$ cat src/ttss_pkg.sv
// Shared constants, codes and types of the timed task slot scheduler.
package ttss_pkg;

  localparam int SLOTS      = 64;
  localparam int SLOT_W     = $clog2(SLOTS);
  localparam int CNT_W      = $clog2(SLOTS + 1);
  localparam int OUT_SLOT_W = 6;
  localparam int IN_DATA_W  = 88;
  localparam int OUT_DATA_W = 24;

  localparam logic [1:0] MODE_INSERT = 2'd0;
  localparam logic [1:0] MODE_TICK   = 2'd1;
  localparam logic [1:0] MODE_FLUSH  = 2'd2;

  localparam logic [1:0] KIND_ACCEPT   = 2'd0;
  localparam logic [1:0] KIND_REJECT   = 2'd1;
  localparam logic [1:0] KIND_DISPATCH = 2'd2;
  localparam logic [1:0] KIND_NONE     = 2'd3;

  typedef enum logic [1:0] {
    OP_INSERT,
    OP_TICK,
    OP_FLUSH,
    OP_NOP
  } op_e;

  typedef struct packed {
    op_e         op;
    logic [15:0] task_id;
    logic [31:0] delay_ms;
    logic        run_on_main;
    logic [31:0] elapsed_ms;
  } cmd_t;

endpackage

$ cat src/ttss_front.sv
// Input side: accepts stream transfers, decodes the mode and queues commands.
module ttss_front import ttss_pkg::*; (
  input  logic                 clk_i,
  input  logic                 rst_ni,
  input  logic                 s_valid_i,
  output logic                 s_ready_o,
  input  logic [IN_DATA_W-1:0] s_data_i,
  input  logic [1:0]           s_mode_i,
  output cmd_t                 cmd_o,
  output logic                 cmd_valid_o,
  input  logic                 cmd_pop_i
);

  localparam int QD    = 2;
  localparam int PTR_W = $clog2(QD);
  localparam int QC_W  = $clog2(QD + 1);

  cmd_t             q_mem [QD];
  logic [PTR_W-1:0] wr_ptr_q;
  logic [PTR_W-1:0] rd_ptr_q;
  logic [QC_W-1:0]  cnt_q;
  cmd_t             cmd_in;
  logic             push;
  logic             pop;

  always_comb begin
    cmd_in.task_id     = s_data_i[15:0];
    cmd_in.delay_ms    = s_data_i[47:16];
    cmd_in.run_on_main = s_data_i[48];
    cmd_in.elapsed_ms  = s_data_i[80:49];
    case (s_mode_i)
      MODE_INSERT: cmd_in.op = OP_INSERT;
      MODE_TICK:   cmd_in.op = OP_TICK;
      MODE_FLUSH:  cmd_in.op = OP_FLUSH;
      default:     cmd_in.op = OP_NOP;
    endcase
  end

  assign s_ready_o   = (cnt_q != QC_W'(QD));
  assign push        = s_valid_i && s_ready_o;
  assign cmd_valid_o = (cnt_q != '0);
  assign pop         = cmd_pop_i && cmd_valid_o;
  assign cmd_o       = q_mem[rd_ptr_q];

  always_ff @(posedge clk_i) begin
    if (push) begin
      q_mem[wr_ptr_q] <= cmd_in;
    end
  end

  always_ff @(posedge clk_i or negedge rst_ni) begin
    if (!rst_ni) begin
      wr_ptr_q <= '0;
      rd_ptr_q <= '0;
      cnt_q    <= '0;
    end else begin
      if (push) begin
        wr_ptr_q <= wr_ptr_q + PTR_W'(1);
      end
      if (pop) begin
        rd_ptr_q <= rd_ptr_q + PTR_W'(1);
      end
      if (push && !pop) begin
        cnt_q <= cnt_q + QC_W'(1);
      end else if (pop && !push) begin
        cnt_q <= cnt_q - QC_W'(1);
      end
    end
  end

endmodule

$ cat src/ttss_back.sv
// Execution side: slot pool, free stack, timer walk and result register.
module ttss_back import ttss_pkg::*; (
  input  logic                  clk_i,
  input  logic                  rst_ni,
  input  logic                  par_en_i,
  input  cmd_t                  cmd_i,
  input  logic                  cmd_valid_i,
  output logic                  cmd_pop_o,
  output logic                  out_valid_o,
  input  logic                  out_ready_i,
  output logic [1:0]            out_kind_o,
  output logic [15:0]           out_task_o,
  output logic                  out_main_o,
  output logic [OUT_SLOT_W-1:0] out_slot_o,
  output logic                  out_last_o,
  output logic [CNT_W-1:0]      free_cnt_o
);

  typedef enum logic [1:0] {
    ST_IDLE,
    ST_ALLOC,
    ST_WALK,
    ST_DONE
  } state_e;

  state_e state_q;

  logic [SLOTS-1:0]  busy_q;
  logic [SLOTS-1:0]  fs_vld_q;
  logic [CNT_W-1:0]  free_cnt_q;
  logic [SLOT_W-1:0] fs_mem [SLOTS];
  logic [SLOT_W-1:0] fs_rd_q;
  logic [SLOT_W-1:0] fs_ra_q;
  logic              fs_rv_q;

  logic [31:0] rem_mem  [SLOTS];
  logic [15:0] task_mem [SLOTS];
  logic        main_mem [SLOTS];
  logic [31:0] rem_rd_q;
  logic [15:0] task_rd_q;
  logic        main_rd_q;

  logic [15:0] task_q;
  logic [31:0] delay_q;
  logic        main_q;
  logic [31:0] elapsed_q;
  logic        flush_q;

  logic [CNT_W-1:0]  idx_q;
  logic              s1_vld_q;
  logic              s1_busy_q;
  logic [SLOT_W-1:0] s1_idx_q;

  logic              pend_vld_q;
  logic [15:0]       pend_task_q;
  logic              pend_main_q;
  logic [SLOT_W-1:0] pend_slot_q;

  logic                  out_valid_q;
  logic [1:0]            out_kind_q;
  logic [15:0]           out_task_q;
  logic                  out_main_q;
  logic [OUT_SLOT_W-1:0] out_slot_q;
  logic                  out_last_q;

  logic              out_free;
  logic              due;
  logic              hit;
  logic              stall;
  logic              issue;
  logic              pop;
  logic              fs_re;
  logic              alloc_we;
  logic              sub_we;
  logic              push;
  logic [SLOT_W-1:0] rd_idx;
  logic [SLOT_W-1:0] fs_slot;
  logic [CNT_W-1:0]  cnt_dec;
  logic [SLOT_W-1:0] fs_raddr;
  logic [SLOT_W-1:0] rem_waddr;
  logic [31:0]       rem_wdata;
  logic              hit_main;

  assign out_free  = !out_valid_q || out_ready_i;
  assign due       = flush_q || (rem_rd_q <= elapsed_q);
  assign hit       = s1_vld_q && s1_busy_q && due;
  assign stall     = hit && pend_vld_q && !out_free;
  assign issue     = (state_q == ST_WALK) && !stall && (idx_q < CNT_W'(SLOTS));
  assign rd_idx    = idx_q[SLOT_W-1:0];
  assign fs_slot   = fs_rv_q ? fs_rd_q : fs_ra_q;
  assign cnt_dec   = free_cnt_q - CNT_W'(1);
  assign fs_raddr  = cnt_dec[SLOT_W-1:0];
  assign pop       = (state_q == ST_IDLE) && cmd_valid_i && out_free;
  assign fs_re     = pop && (cmd_i.op == OP_INSERT) && (free_cnt_q != '0);
  assign alloc_we  = (state_q == ST_ALLOC) && out_free;
  assign sub_we    = (state_q == ST_WALK) && s1_vld_q && s1_busy_q && !due;
  assign push      = (state_q == ST_WALK) && hit && !stall;
  assign rem_waddr = alloc_we ? fs_slot : s1_idx_q;
  assign rem_wdata = alloc_we ? delay_q : (rem_rd_q - elapsed_q);
  assign hit_main  = main_rd_q || !par_en_i;

  always_ff @(posedge clk_i) begin
    if (alloc_we || sub_we) begin
      rem_mem[rem_waddr] <= rem_wdata;
    end
    if (alloc_we) begin
      task_mem[fs_slot] <= task_q;
      main_mem[fs_slot] <= main_q;
    end
    if (issue) begin
      rem_rd_q  <= rem_mem[rd_idx];
      task_rd_q <= task_mem[rd_idx];
      main_rd_q <= main_mem[rd_idx];
    end
    if (push) begin
      fs_mem[free_cnt_q[SLOT_W-1:0]] <= s1_idx_q;
    end
    if (fs_re) begin
      fs_rd_q <= fs_mem[fs_raddr];
    end
  end

  always_ff @(posedge clk_i or negedge rst_ni) begin
    if (!rst_ni) begin
      state_q     <= ST_IDLE;
      busy_q      <= '0;
      fs_vld_q    <= '0;
      free_cnt_q  <= CNT_W'(SLOTS);
      fs_ra_q     <= '0;
      fs_rv_q     <= 1'b0;
      task_q      <= '0;
      delay_q     <= '0;
      main_q      <= 1'b0;
      elapsed_q   <= '0;
      flush_q     <= 1'b0;
      idx_q       <= '0;
      s1_vld_q    <= 1'b0;
      s1_busy_q   <= 1'b0;
      s1_idx_q    <= '0;
      pend_vld_q  <= 1'b0;
      pend_task_q <= '0;
      pend_main_q <= 1'b0;
      pend_slot_q <= '0;
      out_valid_q <= 1'b0;
      out_kind_q  <= KIND_NONE;
      out_task_q  <= '0;
      out_main_q  <= 1'b0;
      out_slot_q  <= '0;
      out_last_q  <= 1'b0;
    end else begin
      if (out_valid_q && out_ready_i) begin
        out_valid_q <= 1'b0;
      end
      case (state_q)
        ST_IDLE: begin
          if (pop) begin
            case (cmd_i.op)
              OP_INSERT: begin
                if (free_cnt_q == '0) begin
                  out_valid_q <= 1'b1;
                  out_kind_q  <= KIND_REJECT;
                  out_task_q  <= '0;
                  out_main_q  <= 1'b0;
                  out_slot_q  <= '0;
                  out_last_q  <= 1'b1;
                end else begin
                  free_cnt_q <= cnt_dec;
                  fs_ra_q    <= fs_raddr;
                  fs_rv_q    <= fs_vld_q[fs_raddr];
                  task_q     <= cmd_i.task_id;
                  delay_q    <= cmd_i.delay_ms;
                  main_q     <= cmd_i.run_on_main;
                  state_q    <= ST_ALLOC;
                end
              end
              OP_TICK, OP_FLUSH: begin
                flush_q    <= (cmd_i.op == OP_FLUSH);
                elapsed_q  <= cmd_i.elapsed_ms;
                idx_q      <= '0;
                s1_vld_q   <= 1'b0;
                pend_vld_q <= 1'b0;
                state_q    <= ST_WALK;
              end
              default: begin
                out_valid_q <= 1'b1;
                out_kind_q  <= KIND_NONE;
                out_task_q  <= '0;
                out_main_q  <= 1'b0;
                out_slot_q  <= '0;
                out_last_q  <= 1'b1;
              end
            endcase
          end
        end
        ST_ALLOC: begin
          if (out_free) begin
            busy_q[fs_slot] <= 1'b1;
            out_valid_q     <= 1'b1;
            out_kind_q      <= KIND_ACCEPT;
            out_task_q      <= '0;
            out_main_q      <= 1'b0;
            out_slot_q      <= OUT_SLOT_W'(fs_slot);
            out_last_q      <= 1'b1;
            state_q         <= ST_IDLE;
          end
        end
        ST_WALK: begin
          if (!stall) begin
            if (hit) begin
              busy_q[s1_idx_q]                     <= 1'b0;
              fs_vld_q[free_cnt_q[SLOT_W-1:0]]     <= 1'b1;
              free_cnt_q                           <= free_cnt_q + CNT_W'(1);
              if (pend_vld_q) begin
                out_valid_q <= 1'b1;
                out_kind_q  <= KIND_DISPATCH;
                out_task_q  <= pend_task_q;
                out_main_q  <= pend_main_q;
                out_slot_q  <= OUT_SLOT_W'(pend_slot_q);
                out_last_q  <= 1'b0;
              end
              pend_vld_q  <= 1'b1;
              pend_task_q <= task_rd_q;
              pend_main_q <= hit_main;
              pend_slot_q <= s1_idx_q;
            end
            if (issue) begin
              s1_vld_q  <= 1'b1;
              s1_idx_q  <= rd_idx;
              s1_busy_q <= busy_q[rd_idx];
              idx_q     <= idx_q + CNT_W'(1);
            end else begin
              s1_vld_q <= 1'b0;
              state_q  <= ST_DONE;
            end
          end
        end
        ST_DONE: begin
          if (out_free) begin
            out_valid_q <= 1'b1;
            out_last_q  <= 1'b1;
            if (pend_vld_q) begin
              out_kind_q <= KIND_DISPATCH;
              out_task_q <= pend_task_q;
              out_main_q <= pend_main_q;
              out_slot_q <= OUT_SLOT_W'(pend_slot_q);
            end else begin
              out_kind_q <= KIND_NONE;
              out_task_q <= '0;
              out_main_q <= 1'b0;
              out_slot_q <= '0;
            end
            pend_vld_q <= 1'b0;
            state_q    <= ST_IDLE;
          end
        end
        default: begin
          state_q <= ST_IDLE;
        end
      endcase
    end
  end

  assign cmd_pop_o   = pop;
  assign out_valid_o = out_valid_q;
  assign out_kind_o  = out_kind_q;
  assign out_task_o  = out_task_q;
  assign out_main_o  = out_main_q;
  assign out_slot_o  = out_slot_q;
  assign out_last_o  = out_last_q;
  assign free_cnt_o  = free_cnt_q;

endmodule

$ cat src/timed_task_slot_scheduler_unit.sv
// An accepted insert passes from the input queue through ST_ALLOC to the output register;
// a rejected insert or an unused mode goes from the queue straight to the output register.
// A tick or flush walks one slot per cycle through the slot memory read port while the
// result side does not stall it; no new command is taken until an insert or walk is done.
// Results leave through a one-entry output register; two commands queue at the input.
// Reset clears all busy flags, restores the free stack to slot i at entry i and sets
// parallel_enabled to 1; there is no clearing pass.
module timed_task_slot_scheduler_unit import ttss_pkg::*; (
  input  logic                  clk_i,
  input  logic                  rst_ni,
  input  logic                  s_axis_tvalid,
  output logic                  s_axis_tready,
  // task_id[15:0], delay_ms[47:16], run_on_main[48], elapsed_ms[80:49], zero fill
  input  logic [IN_DATA_W-1:0]  s_axis_tdata,
  // mode[1:0]
  input  logic [1:0]            s_axis_tuser,
  output logic                  m_axis_tvalid,
  input  logic                  m_axis_tready,
  // out_task_id[15:0], to_main[16], slot_index[22:17], zero fill
  output logic [OUT_DATA_W-1:0] m_axis_tdata,
  // kind[1:0]
  output logic [1:0]            m_axis_tuser,
  output logic                  m_axis_tlast,
  input  logic                  cfg_we_i,
  input  logic                  cfg_wdata_i
);

  logic                  par_en_q;
  cmd_t                  cmd;
  logic                  cmd_valid;
  logic                  cmd_pop;
  logic [15:0]           out_task;
  logic                  out_main;
  logic [OUT_SLOT_W-1:0] out_slot;
  logic [CNT_W-1:0]      free_cnt;

  always_ff @(posedge clk_i or negedge rst_ni) begin
    if (!rst_ni) begin
      par_en_q <= 1'b1;
    end else if (cfg_we_i) begin
      par_en_q <= cfg_wdata_i;
    end
  end

  ttss_front u_front (
    .clk_i       (clk_i),
    .rst_ni      (rst_ni),
    .s_valid_i   (s_axis_tvalid),
    .s_ready_o   (s_axis_tready),
    .s_data_i    (s_axis_tdata),
    .s_mode_i    (s_axis_tuser),
    .cmd_o       (cmd),
    .cmd_valid_o (cmd_valid),
    .cmd_pop_i   (cmd_pop)
  );

  ttss_back u_back (
    .clk_i       (clk_i),
    .rst_ni      (rst_ni),
    .par_en_i    (par_en_q),
    .cmd_i       (cmd),
    .cmd_valid_i (cmd_valid),
    .cmd_pop_o   (cmd_pop),
    .out_valid_o (m_axis_tvalid),
    .out_ready_i (m_axis_tready),
    .out_kind_o  (m_axis_tuser),
    .out_task_o  (out_task),
    .out_main_o  (out_main),
    .out_slot_o  (out_slot),
    .out_last_o  (m_axis_tlast),
    .free_cnt_o  (free_cnt)
  );

  assign m_axis_tdata = {1'b0, out_slot, out_main, out_task};

  a_free_cnt_bound : assert property (@(posedge clk_i) disable iff (!rst_ni)
    free_cnt <= CNT_W'(SLOTS))
    else $error("free slot count exceeds the pool size");

  a_reject_only_when_full : assert property (@(posedge clk_i) disable iff (!rst_ni)
    (m_axis_tvalid && (m_axis_tuser == KIND_REJECT)) |-> (free_cnt == '0))
    else $error("insert rejected while free slots remain");

  a_single_results_last : assert property (@(posedge clk_i) disable iff (!rst_ni)
    (m_axis_tvalid && (m_axis_tuser != KIND_DISPATCH)) |-> m_axis_tlast)
    else $error("non-dispatch result without tlast");

endmodule
$ cat config.mk
export PLATFORM = sky130hd
export DESIGN_NAME = timed_task_slot_scheduler_unit
export DESIGN_NICKNAME = d
export VERILOG_FILES = /design/src/ttss_pkg.sv /design/src/ttss_front.sv /design/src/ttss_back.sv /design/src/timed_task_slot_scheduler_unit.sv
export SDC_FILE = /design/constraint.sdc
export NUM_CORES = 2
export LEC_CHECK = 0
export ABC_AREA = 1
export BUFFER_PORTS_ARGS = -buffer_cell sky130_fd_sc_hd__buf_2
export CELL_PAD_IN_SITES_DETAIL_PLACEMENT = 0
export CELL_PAD_IN_SITES_GLOBAL_PLACEMENT = 2
export CORE_ASPECT_RATIO = 0.75
export CORE_MARGIN = 4
export CORE_UTILIZATION = 45
export CTS_CLUSTER_DIAMETER = 40
export DETAILED_ROUTE_END_ITERATION = 7
export HOLD_SLACK_MARGIN = 0.06
export PLACE_DENSITY = 0.75
export SLEW_MARGIN = 20
export SYNTH_ARGS = -nofsm -noshare
export SYNTH_HDL_FRONTEND = slang
export SYNTH_HIERARCHICAL = 1
export SYNTH_SLANG_ARGS = --single-unit
export TNS_END_PERCENT = 50
$ cat constraint.sdc
create_clock -name clk_i -period 5.78 [get_ports clk_i]
set_input_delay 0.867 -clock clk_i [delete_from_list [all_inputs] [get_ports clk_i]]
set_output_delay 0.867 -clock clk_i [all_outputs]
set_load 0.03 [all_outputs]
==> results.sh <==
export IMPL_final_nets=13200
export IMPL_port_buffers=116
export IMPL_clock_sinks=4038
export IMPL_fmax_mhz=209
export IMPL_path_class="flip-flop to flip-flop"
export IMPL_vias=110000
export IMPL_die_area_um2=369000
export IMPL_yosys_warnings=6
export IMPL_synth_top_area_share_pct=69.5
export IMPL_cts_resized=0
export IMPL_viasPerCell=5.98
export IMPL_ctsRootBufferMaster="clkbuf_16"
export IMPL_drv_slew=0
export IMPL_antenna_left=0
export IMPL_yosys_top_cells_count="3741 x edfxtp_1, 2578 x nor2_1, 2289 x o21ai_0"
export IMPL_hold_viol=0
export IMPL_crit_end="u_back/rem_rd_q[0]"
export IMPL_finalWorstSetupSlack_ns=1.00
export IMPL_overflow=0
export IMPL_setup_violations=0
export IMPL_rows=190
export IMPL_hpwl_um=294000
export IMPL_clkTransAtPathRegs_ns=0.06
export IMPL_synth_most_common_cell="edfxtp_1"
export IMPL_synthArstFlopShare_pct=7.36
export IMPL_drive_gt1_share_pct=11.6
export IMPL_grt_pass1_vias=104000
export IMPL_clkLatencyLatePin_ns=1.01
export IMPL_synth_area_top_cells="edfxtp_1 69%, o21ai_0 7.1%, nor2_1 6.0%"
export IMPL_ys_seq_area_share_pct=74.1
export IMPL_fin_skew_ns=0.0636
export IMPL_rr_endpoint="u_back/rem_rd_q[0]"
export IMPL_fp_dieH_um=527
export IMPL_r2r_cells=8
export IMPL_synth_cells=12900
export IMPL_synthesis_area_um2=162000
export IMPL_drtIter0Drc=13100
export IMPL_hold_class="input pin to flip-flop"
export IMPL_r2r_start="u_back/idx_q[0]"
export IMPL_finalSetupTns_ns=0
export IMPL_pre_cts_ws_ns=0.966
export IMPL_syn_mean_instance_area_um2=12.5
export IMPL_htreeDepth=5
export IMPL_path_max_fanout=104
export IMPL_status="completed"
export IMPL_postSynthNetCount=13000
export IMPL_maxCapViolations=0
export IMPL_reg2reg_slack_ns=1.00
export IMPL_synth_cell_types=61
export IMPL_leakage_nw=63.1
export IMPL_tightest_slew_ns=1.22
export IMPL_first_pass_iters=6
export IMPL_drcViolationCount=0
export IMPL_cts_buffer_depth=4
export IMPL_period_minus_slack_ns=4.78
export IMPL_cts_buffers=479
export IMPL_start_util_pct=45.2
export IMPL_gp_congestion=0.860
export IMPL_die_w_um=700
export IMPL_grt_max_degree=172
export IMPL_core_area_um2=358000
export IMPL_powerDensity_nw_per_um2=635
export IMPL_ir_drop_uv=987
export IMPL_cts_tree="done"
export IMPL_rsz0062_at_grt="no"
export IMPL_grt_usage_pct=26.9
export IMPL_worstPathArrival_ns=5.47
export IMPL_synth_edf_count=3741
export IMPL_synth_top_area_cell="edfxtp_1"
export IMPL_crit_path_end_kind="flip-flop"
export IMPL_crit_path_start="u_back/idx_q[0]"
export IMPL_wire_per_inst_um=27.9
export IMPL_slew_headroom_pct=18.8
export IMPL_crit_required_ns=6.47
export IMPL_grt_pass1_wl_um=730000
export IMPL_wirelength_um=511000
export IMPL_io_pins=125
export IMPL_setup_worst_path_start_class="flip-flop"
export IMPL_timing_final_crit_share_pct=82.7
export IMPL_ys_ff_latch=4038
export IMPL_antenna_found_initial=40
export IMPL_synth_ff_type="edfxtp_1"
export IMPL_areaGrowthSynthToFinish_pct=15.9
==> cell families (layout without fill, tap and decap cells) <==
kind of cell / after synthesis / count (layout) / synth area share (%)
flip-flops: 4038 / 4038 / 74.1
AND/OR/NAND/NOR: 3806 / 3806 / 9.12
AO/OA/AOI/OAI: 3780 / 3780 / 13.2
buffers and inverters: 1128 / 1742 / 2.76
multiplexers: 64 / 64 / 0.398
adder cells (fa/ha/maj): 41 / 41 / 0.322
XOR/XNOR: 30 / 30 / 0.162
other: 1 / 32 / 0.00232
==> area by class of cell <==
type | count | area, um^2
diodes | 31 | 77.6
clock buffers | 561 | 12600
clock inverters | 343 | 4080
fillers | 30100 | 170000
inverters | 224 | 877
multi-input cells | 7722 | 38600
flip-flops and latches | 4038 | 120000
well taps | 4800 | 6010
repair buffers | 614 | 5210
==> registers in the layout, summed over array words and instances, names as in the netlist, 7 cells and up <==
signal	flops
u_back/rem_mem	2048
u_back/task_mem	1024
u_back/fs_mem	384
u_front/q_mem	166
u_back/busy_q	64
u_back/fs_vld_q	64
u_back/main_mem	64
u_back/delay_q	32
u_back/elapsed_q	32
u_back/rem_rd_q	32
u_back/out_task_o	16
u_back/pend_task_q	16
u_back/task_q	16
u_back/task_rd_q	16
u_back/free_cnt_o	7
u_back/idx_q	7
==> cells in the final DEF, fill, tap and decap left out, types with 15 or more instances in the layout <==
cell / count
a21oi_1: 109
a32oi_1: 51
buf_12: 51
buf_2: 115
buf_4: 358
bufinv_16: 69
clkbuf_1: 61
clkbuf_16: 488
clkinv_1: 61
clkinv_2: 44
clkinv_4: 48
clkinvlp_4: 64
dfrtp_1: 262
dfrtp_2: 25
diode_2: 31
dlygate4sd3_1: 87
edfxtp_1: 3741
ha_1: 39
inv_1: 206
inv_6: 40
mux2i_1: 62
nand2_1: 961
nand3_1: 134
nand4_1: 15
nor2_1: 2494
nor2_4: 75
nor3_1: 24
nor3_2: 36
o211ai_1: 43
o21ai_0: 2258
o21ai_1: 68
o21ai_4: 21
o21bai_1: 58
o221ai_1: 65
o22ai_1: 981
o32ai_1: 70
xor2_1: 19
==> worst min-delay path by stage <==
stage,to,from,cells after the start,slack [ns]
global placement,u_back/fs_vld_q[8],u_back/fs_vld_q[8],2,0.44
floorplan,u_back/fs_vld_q[0],u_back/fs_vld_q[0],2,0.43
detailed placement,u_back/fs_vld_q[14],u_back/fs_vld_q[14],2,0.45
finish,u_front/wr_ptr_q,s_axis_tvalid,3,0.38
global route,u_front/wr_ptr_q,s_axis_tvalid,3,0.37
CTS,u_front/wr_ptr_q,s_axis_tvalid,3,0.29
==> per-stage QoR <==
step | power (mW) | std cells | util (%) | instance area [um^2] | hold WS, ns
2_1_floorplan | 67.6 | 12900 | - | 162000 | 0.427
3_3_place_gp | 86.3 | 17300 | 47.4 | 170000 | 0.439
3_5_place_dp | 87.4 | 17300 | 47.4 | 170000 | 0.445
4_1_cts | 119 | 18300 | 52.4 | 187000 | 0.293
5_1_grt | 124 | 18300 | 52.4 | 187000 | 0.372
6_report | 119 | 18300 | 52.4 | 187000 | 0.378
==> power breakdown <==
part	internal (mW)	switching [mW]	total, mW	leakage (nW)
registers	43.4	0.984	44.3	37.6
logic	9.31	34.0	43.3	17.5
clock network	18.8	12.4	31.3	7.95
==> layer usage <==
metal	track usage, %	routed length, um
met1	40.4	226000
met2	39.3	220000
met3	6.41	52800
met4	6.70	12100
met5	0	68
==> what timing repair did <==
action | CTS | global route
endpoints found under the hold margin | 264 | 0
hold buffers | 87 | 0
setup buffers | 0 | 0
endpoints found under the setup margin | 0 | 0
==> worst max-delay path, stage by stage (launching register included) <==
cell     delay (ns)
dfrtp_4        0.75
inv_8          0.74
buf_4          0.38
o21ai_0        0.11
o22ai_1        0.25
o21ai_0        0.13
o22ai_1        0.90
nor2_1         0.28
o22ai_1        0.70
No activity file was read; power rests on OpenSTA's default activity.
